<file path="src/hw/rtl/pl_pkg.sv">
// shared constants and codes for the positional list engine
package pl_pkg;

    localparam int CAPACITY = 64;
    localparam int ADDR_W   = (CAPACITY > 1) ? $clog2(CAPACITY) : 1;
    localparam int CNT_W    = $clog2(CAPACITY + 1);
    localparam int POS_W    = 16;
    localparam int CMP_W    = (CNT_W > POS_W) ? CNT_W : POS_W;
    localparam int DATA_W   = 32;
    localparam int KIND_W   = 2;
    localparam int STAT_W   = 2;
    localparam int OCNT_W   = 7;

    localparam logic [KIND_W-1:0] KIND_INSERT = 2'd0;
    localparam logic [KIND_W-1:0] KIND_DELETE = 2'd1;
    localparam logic [KIND_W-1:0] KIND_READ   = 2'd2;

    localparam logic [STAT_W-1:0] ST_DONE  = 2'd0;
    localparam logic [STAT_W-1:0] ST_FULL  = 2'd1;
    localparam logic [STAT_W-1:0] ST_EMPTY = 2'd2;
    localparam logic [STAT_W-1:0] ST_PAST  = 2'd3;

endpackage

</file>
<file path="src/hw/rtl/positional_list_engine.sv">
// top level of the positional list engine: sequencer around the entry ram
//
// Ordered list of up to CAPACITY signed 32-bit entries, addressed by position.
// Input channel s_*: kind (insert, delete, read), position and value; one item
// at a time is taken, s_ready is high while the sequencer is idle.
// Result channel m_*: one result per item with read_value, status and the
// entry count after the operation, held in an output register.
// Steps per item, n entries held, p the clamped position:
//   insert: moves entries n-1 down to p up by one place (each moved entry is
//           one ram read and one write), then writes the new value at p
//   delete: moves entries p+1 to n-1 down by one place, one read and one write each
//   read:   one registered ram read; refused, empty, past-end and unused-kind
//           cases leave the ram untouched
// Entries move one at a time through the single write port of the entry ram.
// The output register lets the next item be taken while a result waits; a
// finished operation waits in place only if that register is still full.
// Reset (aresetn low, synchronous) empties the list and drops any pending
// result; ram contents are not cleared and never read before being written.
module positional_list_engine
    import pl_pkg::*;
(
    input  logic                     aclk,
    input  logic                     aresetn,
    input  logic                     s_valid,
    output logic                     s_ready,
    input  logic [KIND_W-1:0]        s_kind,
    input  logic [POS_W-1:0]         s_position,
    input  logic signed [DATA_W-1:0] s_value,
    output logic                     m_valid,
    input  logic                     m_ready,
    output logic signed [DATA_W-1:0] m_read_value,
    output logic [STAT_W-1:0]        m_status,
    output logic [OCNT_W-1:0]        m_entry_count
);

    typedef enum logic [2:0] {
        S_IDLE,
        S_INS_RD,
        S_INS_WR,
        S_INS_PUT,
        S_DEL_RD,
        S_DEL_WR,
        S_RD_WAIT,
        S_DONE
    } state_t;

    state_t              state_reg, state_next;
    logic [CNT_W-1:0]    count_reg, count_next;
    logic [ADDR_W-1:0]   ptr_reg, ptr_next;
    logic [ADDR_W-1:0]   pos_reg, pos_next;
    logic [DATA_W-1:0]   val_reg, val_next;
    logic [DATA_W-1:0]   res_value_reg, res_value_next;
    logic [STAT_W-1:0]   res_status_reg, res_status_next;
    logic                m_valid_reg, m_valid_next;
    logic [DATA_W-1:0]   m_value_reg, m_value_next;
    logic [STAT_W-1:0]   m_status_reg, m_status_next;
    logic [OCNT_W-1:0]   m_count_reg, m_count_next;

    logic                wr_en;
    logic [ADDR_W-1:0]   wr_addr;
    logic [DATA_W-1:0]   wr_data;
    logic                rd_en;
    logic [ADDR_W-1:0]   rd_addr;
    logic [DATA_W-1:0]   rd_data;

    logic                accept;
    logic [CMP_W-1:0]    pos_cmp;
    logic [CMP_W-1:0]    count_cmp;
    logic [CNT_W-1:0]    last_idx;
    logic [ADDR_W-1:0]   del_pos;

    pl_ram #(
        .DATA_W (DATA_W),
        .DEPTH  (CAPACITY),
        .ADDR_W (ADDR_W)
    ) u_ram (
        .aclk    (aclk),
        .wr_en   (wr_en),
        .wr_addr (wr_addr),
        .wr_data (wr_data),
        .rd_en   (rd_en),
        .rd_addr (rd_addr),
        .rd_data (rd_data)
    );

    assign s_ready       = (state_reg == S_IDLE);
    assign accept        = s_valid && s_ready;
    assign pos_cmp       = CMP_W'(s_position);
    assign count_cmp     = CMP_W'(count_reg);
    assign last_idx      = count_reg - CNT_W'(1);
    assign del_pos       = (pos_cmp > CMP_W'(last_idx)) ? last_idx[ADDR_W-1:0]
                                                        : s_position[ADDR_W-1:0];

    assign m_valid       = m_valid_reg;
    assign m_read_value  = m_value_reg;
    assign m_status      = m_status_reg;
    assign m_entry_count = m_count_reg;

    // ram port control
    always_comb begin
        wr_en   = 1'b0;
        wr_addr = ptr_reg;
        wr_data = rd_data;
        rd_en   = 1'b0;
        rd_addr = s_position[ADDR_W-1:0];
        unique case (state_reg)
            S_IDLE: begin
                rd_en = accept && (s_kind == KIND_READ);
            end
            S_INS_RD: begin
                rd_en   = 1'b1;
                rd_addr = ptr_reg - ADDR_W'(1);
            end
            S_INS_WR: begin
                wr_en = 1'b1;
            end
            S_INS_PUT: begin
                wr_en   = 1'b1;
                wr_addr = pos_reg;
                wr_data = val_reg;
            end
            S_DEL_RD: begin
                rd_en   = 1'b1;
                rd_addr = ptr_reg + ADDR_W'(1);
            end
            S_DEL_WR: begin
                wr_en = 1'b1;
            end
            default: begin
            end
        endcase
    end

    always_comb begin
        state_next      = state_reg;
        count_next      = count_reg;
        ptr_next        = ptr_reg;
        pos_next        = pos_reg;
        val_next        = val_reg;
        res_value_next  = res_value_reg;
        res_status_next = res_status_reg;
        m_valid_next    = m_valid_reg && !m_ready;
        m_value_next    = m_value_reg;
        m_status_next   = m_status_reg;
        m_count_next    = m_count_reg;

        unique case (state_reg)
            S_IDLE: begin
                if (accept) begin
                    res_value_next  = '0;
                    res_status_next = ST_DONE;
                    val_next        = s_value;
                    state_next      = S_DONE;
                    case (s_kind)
                        KIND_INSERT: begin
                            if (count_reg >= CNT_W'(CAPACITY)) begin
                                res_status_next = ST_FULL;
                            end else begin
                                ptr_next = count_reg[ADDR_W-1:0];
                                if (pos_cmp >= count_cmp) begin
                                    // append at the end, nothing to move
                                    pos_next   = count_reg[ADDR_W-1:0];
                                    state_next = S_INS_PUT;
                                end else begin
                                    pos_next   = s_position[ADDR_W-1:0];
                                    state_next = S_INS_RD;
                                end
                            end
                        end
                        KIND_DELETE: begin
                            if (count_reg == '0) begin
                                res_status_next = ST_EMPTY;
                            end else begin
                                ptr_next = del_pos;
                                if ((CNT_W'(del_pos) + CNT_W'(1)) < count_reg) begin
                                    state_next = S_DEL_RD;
                                end else begin
                                    count_next = last_idx;
                                end
                            end
                        end
                        KIND_READ: begin
                            if (count_reg == '0) begin
                                res_status_next = ST_EMPTY;
                            end else if (pos_cmp >= count_cmp) begin
                                res_status_next = ST_PAST;
                            end else begin
                                state_next = S_RD_WAIT;
                            end
                        end
                        default: begin
                        end
                    endcase
                end
            end
            S_INS_RD: begin
                state_next = S_INS_WR;
            end
            S_INS_WR: begin
                ptr_next = ptr_reg - ADDR_W'(1);
                if ((ptr_reg - ADDR_W'(1)) == pos_reg) begin
                    state_next = S_INS_PUT;
                end else begin
                    state_next = S_INS_RD;
                end
            end
            S_INS_PUT: begin
                count_next = count_reg + CNT_W'(1);
                state_next = S_DONE;
            end
            S_DEL_RD: begin
                state_next = S_DEL_WR;
            end
            S_DEL_WR: begin
                ptr_next = ptr_reg + ADDR_W'(1);
                // stop once the moved entry was the last one
                if ((CNT_W'(ptr_reg) + CNT_W'(2)) < count_reg) begin
                    state_next = S_DEL_RD;
                end else begin
                    count_next = last_idx;
                    state_next = S_DONE;
                end
            end
            S_RD_WAIT: begin
                res_value_next = rd_data;
                state_next     = S_DONE;
            end
            S_DONE: begin
                if (!m_valid_reg || m_ready) begin
                    m_valid_next  = 1'b1;
                    m_value_next  = res_value_reg;
                    m_status_next = res_status_reg;
                    m_count_next  = OCNT_W'(count_reg);
                    state_next    = S_IDLE;
                end
            end
            default: begin
                state_next = S_IDLE;
            end
        endcase
    end

    always_ff @(posedge aclk) begin
        if (!aresetn) begin
            state_reg   <= S_IDLE;
            count_reg   <= '0;
            m_valid_reg <= 1'b0;
        end else begin
            state_reg   <= state_next;
            count_reg   <= count_next;
            m_valid_reg <= m_valid_next;
        end
        ptr_reg        <= ptr_next;
        pos_reg        <= pos_next;
        val_reg        <= val_next;
        res_value_reg  <= res_value_next;
        res_status_reg <= res_status_next;
        m_value_reg    <= m_value_next;
        m_status_reg   <= m_status_next;
        m_count_reg    <= m_count_next;
    end

endmodule

</file>
<file path="src/hw/rtl/pl_ram.sv">
// simple dual-port ram, one write port and one registered read port
module pl_ram #(
    parameter int DATA_W = 32,
    parameter int DEPTH  = 64,
    parameter int ADDR_W = (DEPTH > 1) ? $clog2(DEPTH) : 1
) (
    input  logic              aclk,
    input  logic              wr_en,
    input  logic [ADDR_W-1:0] wr_addr,
    input  logic [DATA_W-1:0] wr_data,
    input  logic              rd_en,
    input  logic [ADDR_W-1:0] rd_addr,
    output logic [DATA_W-1:0] rd_data
);

    logic [DATA_W-1:0] mem [DEPTH];

    always_ff @(posedge aclk) begin
        if (wr_en) begin
            mem[wr_addr] <= wr_data;
        end
    end

    always_ff @(posedge aclk) begin
        if (rd_en) begin
            rd_data <= mem[rd_addr];
        end
    end

endmodule
</file>
<file path="config.mk">
export PLATFORM = sky130hd
export DESIGN_NAME = positional_list_engine
export DESIGN_NICKNAME = d
export VERILOG_FILES = /design/src/hw/rtl/pl_pkg.sv /design/src/hw/rtl/positional_list_engine.sv /design/src/hw/rtl/pl_ram.sv
export SDC_FILE = /design/constraint.sdc
export NUM_CORES = 2
export LEC_CHECK = 0
export BUFFER_PORTS_ARGS = -buffer_cell sky130_fd_sc_hd__buf_2
export CAP_MARGIN = 20
export CORE_ASPECT_RATIO = 0.8
export CORE_MARGIN = 5
export CORE_UTILIZATION = 25
export CTS_CLUSTER_SIZE = 24
export DETAILED_ROUTE_END_ITERATION = 8
export GPL_ROUTABILITY_DRIVEN = 0
export SLEW_MARGIN = 20
export SYNTH_ARGS = -nofsm -noshare
export SYNTH_HDL_FRONTEND = slang
export SYNTH_SLANG_ARGS = --single-unit
</file>
<file path="constraint.sdc">
create_clock -name aclk -period 11.9 [get_ports aclk]
set_clock_uncertainty 0.15 [all_clocks]
set_input_delay 3.57 -clock aclk [delete_from_list [all_inputs] [get_ports aclk]]
set_output_delay 3.57 -clock aclk [all_outputs]
set_load 0.01 [all_outputs]
</file>
==> results.sh <==
export IMPL_insertion_delay_ns=0.84
export IMPL_min_path_type="flip-flop to flip-flop"
export IMPL_outcome="complete, no violations"
export IMPL_grt_start_max_net_pins=144
export IMPL_relSlewSlack=0.127
export IMPL_dpl_hpwl_um=152000
export IMPL_drtAntennaViolNets=0
export IMPL_peakVddDrop_v=0.000258
export IMPL_seq_area_frac_synth=0.744
export IMPL_p_per_area_nw_per_um2=287
export IMPL_met2_length_um=117000
export IMPL_p_leak_nw=33.1
export IMPL_finalHoldViolCount=0
export IMPL_ctsHoldBuffers=0
export IMPL_cap_viol_max_count=0
export IMPL_required_ns=12.48
export IMPL_syn_to_final_growth_pct=14.2
export IMPL_maxSlewViolCount=0
export IMPL_die_x_um=677
export IMPL_clk_pin_slew_worst_paths_ns=0.06
export IMPL_worst_path_most_repeated_cell="nor2_1"
export IMPL_ys_types=75
export IMPL_crit_fanout=11
export IMPL_synth_ff_type="edfxtp_1"
export IMPL_synth_top_area_share=0.742
export IMPL_antenna_found_initial=24
export IMPL_grt_pass1_wl_um=393000
export IMPL_syn_nets=6474
export IMPL_arrival_ns=8.22
export IMPL_wl_um=276000
export IMPL_post_cts_resized=0
export IMPL_pin_count=97
export IMPL_cts_buffer_depth=3
export IMPL_num_rows=196
export IMPL_fillCellCount=35600
export IMPL_first_pass_iters=8
export IMPL_largest_register_ff_count=2048
export IMPL_critical_path_buf_inv_count=2
export IMPL_cts_tree="done"
export IMPL_vias=57600
export IMPL_fp_dieH_um=544
export IMPL_top_register="u_ram.mem"
export IMPL_crit_path_end_kind="flip-flop"
export IMPL_total_power_mw=29.2
export IMPL_hold_slack_ns=0.269
export IMPL_seq_area_sq_um=66300
export IMPL_core_area_sq_um=356000
export IMPL_max_freq_mhz=131
export IMPL_async_flop_share=0
export IMPL_cts_root_buf="clkbuf_16"
export IMPL_nets=6525
export IMPL_dr_max_layer_used="met5"
export IMPL_viasPerCell=5.07
export IMPL_grt_pass1_vias=53500
export IMPL_met3_length_um=37300
export IMPL_critPathMaxStageDelay_ns=0.70
export IMPL_worstMarginPinSlew_ns=1.30
export IMPL_tns_ns=0
export IMPL_track_usage=0.143
export IMPL_drive_above_1_share=0.107
export IMPL_start_util=0.250
export IMPL_syn_inst=6381
export IMPL_grt_overflow_total=0
export IMPL_ys_ff_latch=2210
export IMPL_routedLengthMet1_um=115000
export IMPL_synth_cell_area_sq_um=89000
export IMPL_critPathLaunchType="primary input"
export IMPL_fin_crit_sh=0.642
export IMPL_first_iter_violations=9818
export IMPL_crit_chain="buf_2, inv_1, ha_1, and4b_1, and3_1, o21bai_1, nor2_1, a21oi_1, nand3_1, xnor2_1, ha_1, nand4_1, nor2_1, o41ai_1, nand2_1, nor4_1, nor2_1, mux2i_1, and2_1"
export IMPL_path_class="primary input to flip-flop"
export IMPL_synth_enable_flop_cells=2199
export IMPL_h_tree_depth=4
export IMPL_numPortBuffers=96
export IMPL_setup_viol=0
export IMPL_crit_path_top_delay_cell="nor4_1"
export IMPL_postCtsSetupRepairBufs=0
export IMPL_multi_input_area_sq_um=21000
export IMPL_rsz0062_at_grt="false"
export IMPL_synth_common_cells="edfxtp_1, nand2_1, nand3_1, and3_1, a311oi_1"
export IMPL_synthTopCellsByArea="edfxtp_1, nand2_1, nand3_1, a311oi_1, and3_1"
export IMPL_die_area_sq_um=368000
export IMPL_yosysTopAreaCell="edfxtp_1"
export IMPL_cp_top_family="simple AND/OR/NAND/NOR gates"
export IMPL_cts_sinks=2210
export IMPL_route_detailed_wl_per_inst_um=24.3
export IMPL_yosysMostFrequentCell="edfxtp_1"
export IMPL_placed_cell_area_sq_um=95200
export IMPL_cts_buffers_inserted=205
export IMPL_drc=0
export IMPL_synth_warning_count=0
export IMPL_stdcell_area_sq_um=102000
export IMPL_synth_area_per_cell_sq_um=14.0
export IMPL_min_period_ns=7.64
==> power breakdown <==
part	internal (mW)	switching, mW	leakage, nW
Clock	3.55	2.86	3.13
Combinational	2.95	9.16	10.1
Sequential	10.4	0.303	19.9
Total	16.9	12.3	33.1
==> layout make-up <==
| cell class | instances | area share |
|---|---|---|
| Antenna cell | 3 | 0.0000739 |
| Clock buffer | 251 | 0.0527 |
| Clock inverter | 122 | 0.0103 |
| Inverter | 24 | 0.000886 |
| Multi-Input combinational cell | 3725 | 0.207 |
| Sequential cell | 2210 | 0.652 |
| Tap cell | 4752 | 0.0585 |
| Timing Repair Buffer | 266 | 0.0190 |
==> through the flow <==
stage	setup WS [ns]	util	std cells
6_report	4.26	0.286	11400
5_1_grt	3.97	0.286	11400
4_1_cts	4.42	0.286	11300
3_5_place_dp	3.53	0.268	11000
3_3_place_gp	3.52	0.268	11000
2_1_floorplan	4.48	-	6381
==> per-layer routing <==
metal / global-route usage / up-vias
li1: - / 24200
met1: 0.212 / 29100
met2: 0.210 / 3831
met3: 0.0346 / 462
met4: 0.0342 / 4
met5: 0 / -
==> placed cells by master (no fill, tap or decap), drive strengths merged, types with 18 or more instances in the layout <==
cell type,netlist,layout
nor2,133,133
and3,216,216
nand2,1708,1708
inv,24,29
a21oi,107,107
nor3,50,50
o221ai,28,28
o21ai,75,75
nand4,44,44
mux2i,128,128
edfxtp,2199,2199
a31oi,135,135
nand3,405,405
ha,39,39
buf,313,266
and2,40,40
a211oi,95,95
xnor2,18,18
mux4,27,27
clkinv,0,95
clkbuf,109,251
o22ai,47,47
a311oi,212,212
==> cell families (layout without fill, tap and decap cells) <==
group                    after synthesis  count (layout)  share of synthesized area
flip-flops                          2210            2210                      0.744
buffers and inverters                446             663                     0.0277
AO/OA/AOI/OAI                        852             852                     0.0692
XOR/XNOR                              29              29                    0.00306
multiplexers                         158             158                     0.0217
adder cells (fa/ha/maj)               39              39                    0.00548
other                                  0               3                          0
AND/OR/NAND/NOR                     2647            2647                      0.129
==> path summary, 6_finish.rpt <==
| kind | cells past startpoint | end | startpoint | slack [ns] |
|---|---|---|---|---|
| setup reg to reg | 24 | count_reg[1]$_SDFFE_PN0P_ | count_reg[0]$_SDFFE_PN0P_ | 5.38 |
| hold / removal | 0 | m_read_value[16]$_DFFE_PP_ | res_value_reg[16]$_SDFFCE_PN0P_ | 0.27 |
| setup / recovery | 19 | count_reg[1]$_SDFFE_PN0P_ | s_position[0] | 4.26 |
| hold reg to reg | 0 | m_read_value[16]$_DFFE_PP_ | res_value_reg[16]$_SDFFCE_PN0P_ | 0.27 |
(Power assumes the default switching activity.)
